File: config.mk
export PLATFORM = sky130hd
export DESIGN_NAME = solenoid_spike_hold_driver_unit
export DESIGN_NICKNAME = d
export VERILOG_FILES = /design/src/rtl/sshd_pkg.sv /design/src/rtl/solenoid_spike_hold_driver_unit.sv
export SDC_FILE = /design/constraint.sdc
export NUM_CORES = 1
export LEC_CHECK = 0
export BUFFER_PORTS_ARGS = -buffer_cell sky130_fd_sc_hd__buf_4
export CAP_MARGIN = 20
export CORE_MARGIN = 2
export CORE_UTILIZATION = 25
export CTS_BUF_LIST = sky130_fd_sc_hd__clkbuf_16
export DETAILED_ROUTE_END_ITERATION = 7
export SYNTH_ARGS = -nofsm -noshare
export SYNTH_HDL_FRONTEND = slang
export SYNTH_SLANG_ARGS = --single-unit
export TNS_END_PERCENT = 30
File: constraint.sdc
create_clock -name aclk -period 6.75 [get_ports aclk]
set_input_delay 0.3375 -clock aclk [delete_from_list [all_inputs] [get_ports aclk]]
set_output_delay 0.3375 -clock aclk [all_outputs]
set_load 0.05 [all_outputs]
File: src/rtl/sshd_pkg.sv
// Package: mode, kind and register index codes and fixed widths for the spike-hold driver.
`default_nettype none

package sshd_pkg;

    localparam int DUR_W     = 16;
    localparam int ELAPSED_W = 17;
    localparam int PCT_W     = 7;
    localparam int DUTY_W    = 16;
    localparam int CFG_IDX_W = 3;
    localparam int CFG_DAT_W = 16;

    localparam logic [ELAPSED_W-1:0] ELAPSED_MAX = '1;
    localparam logic [PCT_W-1:0]     PERCENT_MAX = 7'd100;

    // operating modes
    localparam logic [1:0] MODE_PLAIN = 2'd0;
    localparam logic [1:0] MODE_SPIKE = 2'd1;
    localparam logic [1:0] MODE_PWM   = 2'd2;

    // input item kinds
    localparam logic KIND_CMD  = 1'b0;
    localparam logic KIND_TICK = 1'b1;

    // configuration register indexes
    localparam logic [CFG_IDX_W-1:0] REG_MODE       = 3'd0;
    localparam logic [CFG_IDX_W-1:0] REG_SPIKE_LEN  = 3'd1;
    localparam logic [CFG_IDX_W-1:0] REG_SPIKE_PCT  = 3'd2;
    localparam logic [CFG_IDX_W-1:0] REG_HOLD_PCT   = 3'd3;
    localparam logic [CFG_IDX_W-1:0] REG_DUTY_LOW   = 3'd4;
    localparam logic [CFG_IDX_W-1:0] REG_DUTY_HIGH  = 3'd5;

    typedef struct packed {
        logic [DUTY_W-1:0] duty;
        logic              pin_level;
        logic              active;
        logic              in_spike;
    } result_t;

endpackage

`default_nettype wire

File: src/rtl/solenoid_spike_hold_driver_unit.sv
// Top level: peak-and-hold solenoid driver with plain, spike-hold and pwm low/high modes.
//
// Usage:
//   s_* channel carries on/off commands (s_tuser = 0) and one-millisecond ticks
//   (s_tuser = 1). Every accepted item yields exactly one result on m_*, which
//   reports the duty, the plain-mode pin level, the on flag and the spike flag
//   as they stand after the item has been applied.
//   cfg_* channel writes the six mode and level registers and is always ready;
//   the user must write it only while no item is in flight; the block does not check.
// Path: each s_ item passes the input register, then the result register, and
//   m_tvalid then rises with its result; a low m_tready can hold it in between.
//   Throughput: one item per cycle while the receiver keeps m_tready high; the
//   limit is the single state update done in the result stage.
// Stall: when m_tready is low the result register holds; the input register
//   still takes one more item, then s_tready drops until the result drains.
// Reset: aresetn (synchronous, active low) clears both stages, all state
//   (output off, hold phase, elapsed count zero, no timeout) and every
//   configuration register to zero.
// Duty levels for spike/hold come from a constant table of 101 entries,
//   floor(p * (2^DUTY_BITS - 1) / 100), built at elaboration.
`default_nettype none

module solenoid_spike_hold_driver_unit
    import sshd_pkg::*;
#(
    parameter int DUTY_BITS = 16  // 8..16
) (
    input  wire logic                 aclk,
    input  wire logic                 aresetn,
    // input item channel
    input  wire logic                 s_tvalid,
    output logic                      s_tready,
    input  wire logic [23:0]          s_tdata,   // [0] turn_on, [16:1] duration_ms
    input  wire logic [0:0]           s_tuser,   // [0] kind
    // result channel
    output logic                      m_tvalid,
    input  wire logic                 m_tready,
    output logic [23:0]               m_tdata,   // [15:0] duty, [16] pin_level,
                                                 // [17] active, [18] in_spike
    // configuration write channel
    input  wire logic                 cfg_valid,
    output logic                      cfg_ready,
    input  wire logic [CFG_IDX_W-1:0] cfg_addr,
    input  wire logic [CFG_DAT_W-1:0] cfg_data
);

    localparam int unsigned FULL_SCALE = (1 << DUTY_BITS) - 1;

    // percent to duty lookup, constant at elaboration
    logic [DUTY_W-1:0] duty_tab [0:100];
    for (genvar g = 0; g <= 100; g++) begin : g_duty_tab
        assign duty_tab[g] = DUTY_W'((g * FULL_SCALE) / 100);
    end

    // configuration registers
    logic [1:0]        mode_reg;
    logic [DUR_W-1:0]  spike_len_reg;
    logic [PCT_W-1:0]  spike_pct_reg;
    logic [PCT_W-1:0]  hold_pct_reg;
    logic [DUTY_W-1:0] duty_low_reg;
    logic [DUTY_W-1:0] duty_high_reg;

    // driver state
    logic                 on_reg, on_next;
    logic                 spike_reg, spike_next;
    logic [ELAPSED_W-1:0] elapsed_reg, elapsed_next;
    logic [DUR_W-1:0]     limit_reg, limit_next;

    // input stage
    logic             in_valid_reg;
    logic             in_kind_reg;
    logic             in_turn_on_reg;
    logic [DUR_W-1:0] in_dur_reg;

    // result stage
    logic    m_valid_reg;
    result_t res_reg, res_next;

    logic s_fire;
    logic adv;
    logic adv_fire;

    assign adv      = !m_valid_reg || m_tready;
    assign adv_fire = adv && in_valid_reg;
    assign s_tready = !in_valid_reg || adv;
    assign s_fire   = s_tvalid && s_tready;

    assign cfg_ready = 1'b1;
    assign m_tvalid  = m_valid_reg;
    assign m_tdata   = {5'd0, res_reg.in_spike, res_reg.active, res_reg.pin_level,
                        res_reg.duty};

    // configuration writes; unknown indexes are dropped
    always_ff @(posedge aclk) begin
        if (!aresetn) begin
            mode_reg      <= MODE_PLAIN;
            spike_len_reg <= '0;
            spike_pct_reg <= '0;
            hold_pct_reg  <= '0;
            duty_low_reg  <= '0;
            duty_high_reg <= '0;
        end else if (cfg_valid) begin
            case (cfg_addr)
                REG_MODE:      mode_reg      <= cfg_data[1:0];
                REG_SPIKE_LEN: spike_len_reg <= cfg_data;
                REG_SPIKE_PCT: spike_pct_reg <= cfg_data[PCT_W-1:0];
                REG_HOLD_PCT:  hold_pct_reg  <= cfg_data[PCT_W-1:0];
                REG_DUTY_LOW:  duty_low_reg  <= cfg_data;
                REG_DUTY_HIGH: duty_high_reg <= cfg_data;
                default: ;
            endcase
        end
    end

    // input register
    always_ff @(posedge aclk) begin
        if (!aresetn) begin
            in_valid_reg <= 1'b0;
        end else if (s_tready) begin
            in_valid_reg <= s_tvalid;
        end
    end

    always_ff @(posedge aclk) begin
        if (s_fire) begin
            in_kind_reg    <= s_tuser[0];
            in_turn_on_reg <= s_tdata[0];
            in_dur_reg     <= s_tdata[16:1];
        end
    end

    // state update and result for the item in the input register
    logic                 timed;
    logic [ELAPSED_W-1:0] elapsed_inc;
    logic [PCT_W-1:0]     pct_sel;
    logic [PCT_W-1:0]     pct_clamped;

    always_comb begin
        timed        = mode_reg inside {MODE_SPIKE, MODE_PWM};
        on_next      = on_reg;
        spike_next   = spike_reg;
        elapsed_next = elapsed_reg;
        limit_next   = limit_reg;
        elapsed_inc  = (elapsed_reg == ELAPSED_MAX) ? elapsed_reg
                                                    : ELAPSED_W'(elapsed_reg + 1'b1);

        if (in_kind_reg == KIND_CMD) begin
            if (in_turn_on_reg && timed) begin
                spike_next   = (mode_reg == MODE_SPIKE);
                elapsed_next = '0;
                limit_next   = in_dur_reg;
            end
            on_next = in_turn_on_reg;
        end else if (on_reg && timed) begin
            elapsed_next = elapsed_inc;
            if (mode_reg == MODE_SPIKE && spike_reg) begin
                // spike end tick skips the timeout test
                if (elapsed_inc > {1'b0, spike_len_reg}) begin
                    spike_next = 1'b0;
                end
            end else if (!spike_reg) begin
                if (limit_reg != '0 && elapsed_inc > {1'b0, limit_reg}) begin
                    on_next = 1'b0;
                end
            end
        end

        pct_sel     = spike_next ? spike_pct_reg : hold_pct_reg;
        pct_clamped = (pct_sel > PERCENT_MAX) ? PERCENT_MAX : pct_sel;

        res_next.duty = '0;
        case (mode_reg)
            MODE_SPIKE: begin
                if (on_next) begin
                    res_next.duty = duty_tab[pct_clamped];
                end
            end
            MODE_PWM: res_next.duty = on_next ? duty_high_reg : duty_low_reg;
            default:  res_next.duty = '0;
        endcase
        res_next.pin_level = !timed && on_next;
        res_next.active    = on_next;
        res_next.in_spike  = (mode_reg == MODE_SPIKE) && on_next && spike_next;
    end

    always_ff @(posedge aclk) begin
        if (!aresetn) begin
            on_reg      <= 1'b0;
            spike_reg   <= 1'b0;
            elapsed_reg <= '0;
            limit_reg   <= '0;
            m_valid_reg <= 1'b0;
        end else begin
            if (adv) begin
                m_valid_reg <= in_valid_reg;
            end
            if (adv_fire) begin
                on_reg      <= on_next;
                spike_reg   <= spike_next;
                elapsed_reg <= elapsed_next;
                limit_reg   <= limit_next;
            end
        end
    end

    always_ff @(posedge aclk) begin
        if (adv_fire) begin
            res_reg <= res_next;
        end
    end

`ifndef ASSERT_OFF
    // spike flag only reported while the output is on
    a_spike_needs_active: assert property (@(posedge aclk) disable iff (!aresetn)
        m_valid_reg |-> !(res_reg.in_spike && !res_reg.active))
        else $error("in_spike set while inactive");

    // plain pin level and spike flag belong to different modes
    a_pin_spike_excl: assert property (@(posedge aclk) disable iff (!aresetn)
        m_valid_reg |-> !(res_reg.pin_level && res_reg.in_spike))
        else $error("pin_level and in_spike both set");

    // spike phase starts only from an on command
    a_spike_from_cmd: assert property (@(posedge aclk) disable iff (!aresetn)
        $rose(spike_reg) |-> $past(adv_fire && in_kind_reg == KIND_CMD))
        else $error("spike phase entered without a command");

    // a new result appears only when an item was waiting in the input stage
    a_result_from_item: assert property (@(posedge aclk) disable iff (!aresetn)
        $rose(m_valid_reg) |-> $past(in_valid_reg))
        else $error("result without an input item");
`endif

endmodule

`default_nettype wire

==> results of run 1 <==
cell type report:
type	count	share of cell area (%)
repair buffers	96	6.85
flip-flops and latches	138	27.7
multi-input cells	934	53.0
inverters	47	1.56
well taps	518	5.73
clock inverters	13	0.907
clock buffers	19	4.21
where the power goes:
group / total (uW) / internal [uW] / switching (uW)
clock: 924 / 545 / 379
sequential: 886 / 871 / 14.5
combinational: 325 / 116 / 209
cell families (layout without fill, tap and decap cells):
group,count (synthesis),after routing,synth area share (%)
adders and majority gates,44,44,5.69
xor gates and xnor gates,18,18,1.63
muxes,78,78,8.37
buffers and inverters,135,175,6.00
other,2,6,0.0776
and+or+nand+nor,476,476,22.8
AOI/OAI and AO/OA,312,312,23.0
DFF,138,138,32.4
final timing paths:
kind / start / endpoint / cells after the start
setup reg to reg: elapsed_reg[0] / m_tdata[1] / 21
hold reg to reg: duty_low_reg[4] / duty_low_reg[4] / 2
setup / recovery: elapsed_reg[0] / m_tdata[1] / 21
hold / removal: s_tdata[12] / in_dur_reg[11] / 1
metal layers:
metal | global-route usage, % | vias to the layer above | routed length (um)
li1 | - | 4380 | -
met1 | 21.9 | 4368 | 14700
met2 | 26.3 | 387 | 15300
met3 | 2.94 | 55 | 2300
met4 | 6.14 | 0 | 960
met5 | 0 | - | 0
layout by cell type (no fill, tap or decap), types with 6 or more instances in the layout:
cell       count
nand2_1      202
dfxtp_1      101
buf_4         91
nor2_1        87
a21boi_0      69
mux2i_1       56
inv_1         49
ha_1          44
a21oi_1       43
o21ai_0       39
nor2b_1       38
nand3_1       38
edfxtp_1      37
nor3_1        28
a211oi_1      24
mux2_2        19
clkbuf_16     19
nand4_1       15
xnor2_1       13
a31oi_1       13
o211ai_1      13
a22oi_1       13
nand2b_1      11
or2_2         10
o22ai_1       10
o32ai_1        8
nor4_1         7
and3_1         7
o31ai_1        7
and2_1         7
o221ai_1       7
a21o_1         6
a221oi_1       6
or3_1          6
a32oi_1        6
conb_1         6
per-stage QoR:
step,cells,power [uW],util (%),setup WS [ns],hold slack (ns)
after floorplan,1207,1120,-,0.593,0.436
after global placement,1731,1220,27.8,0.583,0.449
after detailed placement,1732,1220,27.9,0.534,0.459
after CTS,1764,2150,29.4,0.503,0.0546
after global routing,1765,2210,29.4,0.0289,0.0564
final,1765,2130,29.4,0.429,0.0752
worst reg2reg max path, cell delays in order, from the launching register on:
cell	delay, ns
dfxtp_1	0.42
ha_1	0.27
nand4_1	0.17
nor4_4	0.44
nand2_1	0.14
and4_1	0.26
and3_1	0.24
and2_1	0.23
nand4_1	0.12
xnor2_1	0.12
ha_1	0.32
nand4_1	0.20
or3_1	0.42
o41a_1	0.41
nor2_1	0.15
a21o_2	0.19
buf_4	0.35
mux2_1	0.62
nor2_1	0.46
a22oi_1	0.16
a31oi_1	0.20
o32ai_1	0.15
==> flow_metrics.env, run 1 <==
export IMPL_status="finished clean"
export IMPL_cts_clk_slew_worst_paths_ns=0.06
export IMPL_slowest_delay_ns=0.62
export IMPL_dp_hpwl_um=24300
export IMPL_cellLeakagePower_uw=0.00403
export IMPL_via_per_inst=5.21
export IMPL_fin_worst_skew_ns=0.0163
export IMPL_finalSetupViolCount=0
export IMPL_htreeDepth=4
export IMPL_grt_ovfl_total=0
export IMPL_ys_flop_type="dfxtp_1"
export IMPL_worstMarginPinSlew_ns=1.05
export IMPL_cts_max_path_buffers=2
export IMPL_ctsResizeCount=0
export IMPL_dpl_cell_area_sq_um=10700
export IMPL_cp_max_fo=23
export IMPL_cpMostUsedCell="nand4_1"
export IMPL_boundaryPins=76
export IMPL_grtUsageTotal_pct=16.4
export IMPL_dr_first_iter_drc_count=813
export IMPL_multi_input_area_sq_um=6000
export IMPL_ys_seq_area_share_pct=32.4
export IMPL_drive_above_1_share_pct=13.6
export IMPL_worstSkewPairLatency_ns=0.44
export IMPL_drtAntennaViolNets=0
export IMPL_ir_worst_vdd_v=0.000292
export IMPL_async_reset_ff_share_pct=0
export IMPL_postSynthCellCount=1203
export IMPL_slowest_stage="mux2_1"
export IMPL_setup_tns_ns=0
export IMPL_design_core_area_sq_um=38500
export IMPL_ys_warn_count=0
export IMPL_remaining_drc_errors=0
export IMPL_relSlewSlack_pct=29.8
export IMPL_critPathRequiredTime_ns=6.90
export IMPL_grt_antenna_before_repair=0
export IMPL_fp_row_count=72
export IMPL_die_area_sq_um=40300
export IMPL_initial_utilization_pct=25.2
export IMPL_fmax_ghz=0.158
export IMPL_min_period_over_period_pct=93.6
export IMPL_cts_made_buffers=17
export IMPL_regArea_sq_um=3130
export IMPL_critical_path_class="reg2reg"
export IMPL_grt_max_degree=102
export IMPL_area_growth_syn_to_layout_pct=16.8
export IMPL_grt_pass1_wl_um=51500
export IMPL_vias=9190
export IMPL_n_antenna_cell=0
export IMPL_cts_root_buf="clkbuf_16"
export IMPL_synth_edff_count=37
export IMPL_post_cts_buffers=0
export IMPL_fp_dieW_um=201
export IMPL_synthesis_area_sq_um=9680
export IMPL_rsz0062_at_grt="no"
export IMPL_p_per_area_nw_per_um2=189
export IMPL_yosys_top_cells_count="nand2_1 (202), dfxtp_1 (101), nor2_1 (87)"
export IMPL_yosys_register_bits=138
export IMPL_drv_cap=0
export IMPL_nFillCells=4144
export IMPL_cts_hold_buf=0
export IMPL_hold_path_class="in2reg"
export IMPL_path_cells="ha_1 > nand4_1 > nor4_4 > nand2_1 > and4_1 > and3_1 > and2_1 > nand4_1 > xnor2_1 > ha_1 > nand4_1 > or3_1 > o41a_1 > nor2_1 > a21o_2 > buf_4 > mux2_1 > nor2_1 > a22oi_1 > a31oi_1 > o32ai_1"
export IMPL_drv_slew=0
export IMPL_fin_area_sq_um=11300
export IMPL_start_kind="flip-flop"
export IMPL_first_pass_iters=5
export IMPL_nets=1327
export IMPL_die_y_um=201
export IMPL_netlist_top_cells_area="dfxtp_1 (21%), edfxtp_1 (11%), nand2_1 (7.8%), mux2i_1 (5.9%), ha_1 (5.7%)"
export IMPL_cts_sinks=138
export IMPL_worstPathArrival_ns=6.47
export IMPL_worst_path_buf_inv=1
export IMPL_synth_area_leader_cell="dfxtp_1"
export IMPL_r2r_setup_slack_ns=0.43
export IMPL_synth_distinct_cells=79
export IMPL_grt_pass1_vias=8731
export IMPL_synth_top_area_share_pct=20.9
export IMPL_cts_tree="done"
export IMPL_syn_avg_cell_area_sq_um=8.04
export IMPL_routedWlPerCell_um=18.8
export IMPL_min_period_ns=6.32
export IMPL_synth_most_common_cell="nand2_1"
export IMPL_finalWirelength_um=33300
export IMPL_largest_register_ffs=19
export IMPL_io_buffers=62
export IMPL_path_delay_family="simple AND/OR/NAND/NOR gates"
export IMPL_gp_congestion=0.935
export IMPL_hold_violations=0
export IMPL_worstSetupEndpointType="flip-flop"
Power figures use the tool's default switching activity.
==> inputs of run 2 (changes only) <==
--- a/config.mk
+++ b/config.mk
@@ -5,7 +5,7 @@
 export SDC_FILE = /design/constraint.sdc
 export NUM_CORES = 1
 export LEC_CHECK = 0
-export BUFFER_PORTS_ARGS = -buffer_cell sky130_fd_sc_hd__buf_4
+export BUFFER_PORTS_ARGS = -buffer_cell sky130_fd_sc_hd__buf_2
 export CAP_MARGIN = 20
 export CORE_MARGIN = 2
 export CORE_UTILIZATION = 25
==> run 2 against run 1 <==
  * Clock-buffer cell count is 2 lower
  * Global-route usage is 0.15 points lower
  * Via count is 0.67% higher
  * Clock power is 0.8% higher
  * First-iteration DRC count is 3.7% lower
  * Setup slack worse by 0.024 ns
  * Sequential power hardly changed
  * Power hardly changed
  * Worst hold slack worse by 0.0090 ns
  * Fmax is 0.38% lower
  * Largest cell class unchanged
  * Highest routed layer unchanged
==> flow_metrics.env, run 2 (synthesized netlist as in run 1, its figures left out) <==
export IMPL_status="finished clean"
export IMPL_cts_sinks=138
export IMPL_fin_worst_skew_ns=0.0128
export IMPL_placedCellCount=1742
export IMPL_nets=1337
export IMPL_remaining_drc_errors=0
export IMPL_drtAntennaViolNets=0
export IMPL_cellLeakagePower_uw=0.00401
export IMPL_critical_path_class="reg2reg"
export IMPL_fp_dieW_um=201
export IMPL_fmax_ghz=0.158
export IMPL_p_per_area_nw_per_um2=191
export IMPL_grtUsageTotal_pct=16.2
export IMPL_path_delay_family="simple AND/OR/NAND/NOR gates"
export IMPL_area_growth_syn_to_layout_pct=15.8
export IMPL_p_int_uw=1500
export IMPL_p_clk_share_pct=43.6
export IMPL_post_cts_buffers=0
export IMPL_dr_first_iter_drc_count=783
export IMPL_final_cell_mix="nand2_1 (202), dfxtp_1 (101), nor2_1 (87)"
export IMPL_switchingPower_uw=636
export IMPL_die_area_sq_um=40300
export IMPL_io_buffers=62
export IMPL_worstMarginPinSlew_ns=0.973
export IMPL_fp_row_count=72
export IMPL_via_per_inst=5.21
export IMPL_n_antenna_cell=0
export IMPL_pwr_share_seq_pct=41.4
export IMPL_p_sw_share_pct=29.8
export IMPL_hold_violations=0
export IMPL_path_cells="ha_1 > nand4_1 > nor4_4 > nand2_1 > and4_1 > and3_1 > and2_1 > nand4_1 > xnor2_1 > ha_1 > nand4_1 > or3_1 > o41a_1 > nor2_1 > a21o_2 > nor2_1 > a31oi_1 > inv_2 > ha_1 > o21ai_0 > a21oi_1 > a311o_1 > o211a_1 > o32ai_2"
export IMPL_cts_max_path_buffers=2
export IMPL_drv_slew=0
export IMPL_grt_ovfl_total=0
export IMPL_ir_worst_vdd_v=0.000183
export IMPL_cts_hold_buf=0
export IMPL_cts_clk_slew_worst_paths_ns=0.07
export IMPL_finalSetupViolCount=0
export IMPL_first_pass_iters=5
export IMPL_min_period_over_period_pct=94.0
export IMPL_dpl_cell_area_sq_um=10600
export IMPL_cp_max_fo=8
export IMPL_drv_cap=0
export IMPL_routedWlPerCell_um=18.6
export IMPL_htreeDepth=4
export IMPL_start_kind="flip-flop"
export IMPL_slowest_stage="dfxtp_1"
export IMPL_vias=9252
export IMPL_worstSkewPairLatency_ns=0.45
export IMPL_min_period_ns=6.35
export IMPL_gp_congestion=0.954
export IMPL_final_common_cell="nand2_1"
export IMPL_hold_worst_slack_ns=0.0662
export IMPL_cts_tree="done"
export IMPL_cts_made_buffers=17
export IMPL_grt_antenna_before_repair=0
export IMPL_rsz0062_at_grt="no"
export IMPL_worstPathArrival_ns=6.61
export IMPL_die_y_um=201
export IMPL_ctsResizeCount=0
export IMPL_fin_area_sq_um=11200
export IMPL_cts_root_buf="clkbuf_16"
export IMPL_drive_above_1_share_pct=14.6
export IMPL_initial_utilization_pct=25.2
export IMPL_largest_register_ffs=19
export IMPL_dp_hpwl_um=24600
export IMPL_grt_max_degree=102
export IMPL_hold_path_class="in2reg"
export IMPL_comb_power_share_pct=15.0
export IMPL_grt_pass1_wl_um=50800
export IMPL_worstSetupEndpointType="flip-flop"
export IMPL_boundaryPins=76
export IMPL_utilization_pct=29.1
export IMPL_setup_tns_ns=0
export IMPL_slowest_delay_ns=0.42
export IMPL_design_core_area_sq_um=38500
export IMPL_relSlewSlack_pct=35.1
export IMPL_worst_path_buf_inv=1
export IMPL_stdcell_count=1775
export IMPL_critPathRequiredTime_ns=7.02
export IMPL_finalWirelength_um=33000
export IMPL_grt_pass1_vias=8663
run 2: final timing paths:
| kind | from | end | slack [ns] | cells past startpoint |
|---|---|---|---|---|
| worst max register to register | elapsed_reg[0] | m_tdata[9] | 0.40 | 24 |
| worst min-delay path | s_tdata[14] | in_dur_reg[13] | 0.07 | 1 |
| worst min register to register | duty_low_reg[14] | duty_low_reg[14] | 0.46 | 2 |
| worst max-delay path | elapsed_reg[0] | m_tdata[9] | 0.40 | 24 |
run 2: stage by stage:
stage,power [uW],setup slack (ns)
6_report,2140,0.405
5_1_grt,2220,0.00324
4_1_cts,2160,0.492
3_5_place_dp,1220,0.524
3_3_place_gp,1220,0.556
2_1_floorplan,1120,0.593
run 2: area by class of cell:
| type | count | area, sq um |
|---|---|---|
| Clock inverter | 15 | 150 |
| Tap cell | 518 | 648 |
| Multi-Input combinational cell | 934 | 6000 |
| Inverter | 47 | 176 |
| Fill cell | 4141 | 27300 |
| Timing Repair Buffer | 106 | 673 |
| Sequential cell | 138 | 3130 |
| Clock buffer | 17 | 425 |
run 2: routing by layer:
metal	track usage, %	vias to the layer above	wire length (um)
li1	-	4399	-
met1	21.5	4417	14500
met2	25.3	357	14900
met3	3.23	79	2140
met4	7.83	0	1450
met5	0	-	0
run 2: power groups by stage:
stage | Sequential (uW) | Combinational, uW | Clock, uW
after floorplan | 916 | 202 | 0
after global routing | 887 | 342 | 990
final | 885 | 320 | 931
after global placement | 902 | 314 | 0
after detailed placement | 903 | 315 | 0
after CTS | 884 | 316 | 955
==> inputs of run 3 (changes only) <==
--- a/config.mk
+++ b/config.mk
@@ -6,11 +6,12 @@
 export NUM_CORES = 1
 export LEC_CHECK = 0
 export BUFFER_PORTS_ARGS = -buffer_cell sky130_fd_sc_hd__buf_2
-export CAP_MARGIN = 20
+export CAP_MARGIN = 40
 export CORE_MARGIN = 2
 export CORE_UTILIZATION = 25
 export CTS_BUF_LIST = sky130_fd_sc_hd__clkbuf_16
 export DETAILED_ROUTE_END_ITERATION = 7
+export PLACE_DENSITY = 0.39
 export SYNTH_ARGS = -nofsm -noshare
 export SYNTH_HDL_FRONTEND = slang
 export SYNTH_SLANG_ARGS = --single-unit
==> constraint.sdc (replaced) <==
create_clock -name aclk -period 6.81 [get_ports aclk]
set_input_delay 0.3405 -clock aclk [delete_from_list [all_inputs] [get_ports aclk]]
set_output_delay 0.3405 -clock aclk [all_outputs]
set_load 0.05 [all_outputs]
==> run 3 against run 2 <==
  * Combinational power rose by 2%
  * Clock-buffer cell count did not move
  * Clock skew barely moved
  * Cell count rose by 0.51%
  * Register-to-register slack improved by 0.08 ns
  * Fmax rose by 0.27%
  * Critical path type unchanged
  * Largest cell class unchanged
==> flow_metrics.env, run 3 (synthesized netlist as in run 1, its figures left out) <==
export IMPL_status="finished clean"
export IMPL_min_period_ns=6.33
export IMPL_ir_worst_vdd_v=0.000168
export IMPL_dp_slack_ns=0.576
export IMPL_first_pass_iters=6
export IMPL_initial_utilization_pct=25.2
export IMPL_min_period_over_period_pct=92.9
export IMPL_fin_worst_skew_ns=0.0126
export IMPL_largest_register_ffs=19
export IMPL_grt_antenna_before_repair=1
export IMPL_design_core_area_sq_um=38500
export IMPL_worstSkewPairLatency_ns=0.44
export IMPL_gp_congestion=0.891
export IMPL_cts_max_path_buffers=2
export IMPL_worstSetupEndpointType="flip-flop"
export IMPL_start_kind="flip-flop"
export IMPL_via_per_inst=5.12
export IMPL_die_area_sq_um=40300
export IMPL_nets=1345
export IMPL_final_cell_mix="nand2_1 (202), dfxtp_1 (101), nor2_1 (86)"
export IMPL_rsz0062_at_grt="no"
export IMPL_cts_sinks=138
export IMPL_drv_slew=0
export IMPL_relSlewSlack_pct=46.2
export IMPL_grt_pass1_vias=8834
export IMPL_drtAntennaViolNets=0
export IMPL_p_per_area_nw_per_um2=187
export IMPL_finalWirelength_um=35700
export IMPL_setup_tns_ns=0
export IMPL_htreeDepth=4
export IMPL_boundaryPins=76
export IMPL_post_cts_buffers=0
export IMPL_grt_pass1_wl_um=54200
export IMPL_critical_path_class="reg2reg"
export IMPL_worstMarginPinSlew_ns=0.785
export IMPL_fp_dieW_um=201
export IMPL_fmax_ghz=0.158
export IMPL_grtUsageTotal_pct=17.6
export IMPL_critPathRequiredTime_ns=6.99
export IMPL_hold_violations=0
export IMPL_remaining_drc_errors=0
export IMPL_nFillCells=4239
export IMPL_cts_clk_slew_worst_paths_ns=0.07
export IMPL_die_y_um=201
export IMPL_fp_row_count=72
export IMPL_final_common_cell="nand2_1"
export IMPL_worstPathArrival_ns=6.51
export IMPL_area_growth_syn_to_layout_pct=16.3
export IMPL_hold_path_class="in2reg"
export IMPL_routedWlPerCell_um=20.0
export IMPL_grt_max_degree=77
export IMPL_cts_tree="done"
export IMPL_cellLeakagePower_uw=0.00404
export IMPL_ctsResizeCount=0
export IMPL_dp_hpwl_um=26400
export IMPL_drive_above_1_share_pct=15.0
export IMPL_cts_root_buf="clkbuf_16"
export IMPL_setup_ws_ns=0.482
export IMPL_drv_cap=0
export IMPL_utilization_pct=29.3
export IMPL_cp_max_fo=13
export IMPL_finalSetupViolCount=0
export IMPL_dr_first_iter_drc_count=813
export IMPL_grt_ovfl_total=0
export IMPL_cts_made_buffers=17
export IMPL_io_buffers=62
export IMPL_vias=9138
export IMPL_cts_hold_buf=0
[run 3: changes by cell type in the layout (fill, tap and decap cells not counted), sizes merged]
cell,previous run,this run
buf,106,114
clkinvlp,0,3
clkinv,4,6
inv,57,51
diode,0,1
bufinv,1,2
[run 3: layout make-up]
cell class	count	area (sq um)	share of cell area [%]
Multi-Input combinational cell	934	6000	53.3
Sequential cell	138	3130	27.8
Timing Repair Buffer	114	728	6.47
Tap cell	518	648	5.76
Clock buffer	17	425	3.78
Inverter	47	176	1.57
Clock inverter	15	136	1.21
Antenna cell	1	2.50	0.0222
[run 3: critical path: stages (launching register included)]
cell and delay (ns):
dfxtp_1 0.42, ha_1 0.28, nand4_1 0.16, nor4_4 0.29, nand2_1 0.10, and4_1 0.28
and3_1 0.24, and2_1 0.21, nand4_1 0.12, xnor2_1 0.13, ha_1 0.32, nand4_1 0.18
or3_1 0.42, o41a_1 0.42, nor2_1 0.15, a21o_2 0.31, nor2_1 0.07, a31oi_1 0.25
buf_4 0.20, inv_2 0.09, ha_1 0.28, inv_1 0.18, nor2_1 0.07, o311ai_1 0.27
a31oi_1 0.14, o32ai_1 0.49
[run 3: report_power, final]
part | internal, uW | switching [uW] | leakage (uW)
combinational | 112 | 214 | 0.00259
sequential | 864 | 14.0 | 0.00117
clock | 532 | 366 | 0.000277
total | 1510 | 594 | 0.00404
[run 3: stage by stage]
| stage | hold WS, ns | total power [uW] | cell area [sq um] | cells |
|---|---|---|---|---|
| after floorplan | 0.439 | 1110 | 9690 | 1207 |
| after global placement | 0.450 | 1220 | 10600 | 1747 |
| after detailed placement | 0.454 | 1220 | 10700 | 1751 |
| after CTS | 0.0520 | 2130 | 11200 | 1783 |
| after global routing | 0.0477 | 2190 | 11300 | 1784 |
| final | 0.0743 | 2100 | 11300 | 1784 |
[run 3: final timing paths]
kind         cells after the start           endpoint  slack, ns              start
max                             25         m_tdata[4]       0.48     elapsed_reg[0]
max reg2reg                     25         m_tdata[4]       0.48     elapsed_reg[0]
min                              1      in_dur_reg[4]       0.07         s_tdata[5]
min reg2reg                      2  duty_high_reg[12]       0.46  duty_high_reg[12]
[run 3: metal layers]
layer,track usage [%],routed length (um)
met4,7.09,1180
met2,28.9,16500
met5,0,0
met3,2.66,1620
met1,23.1,16300
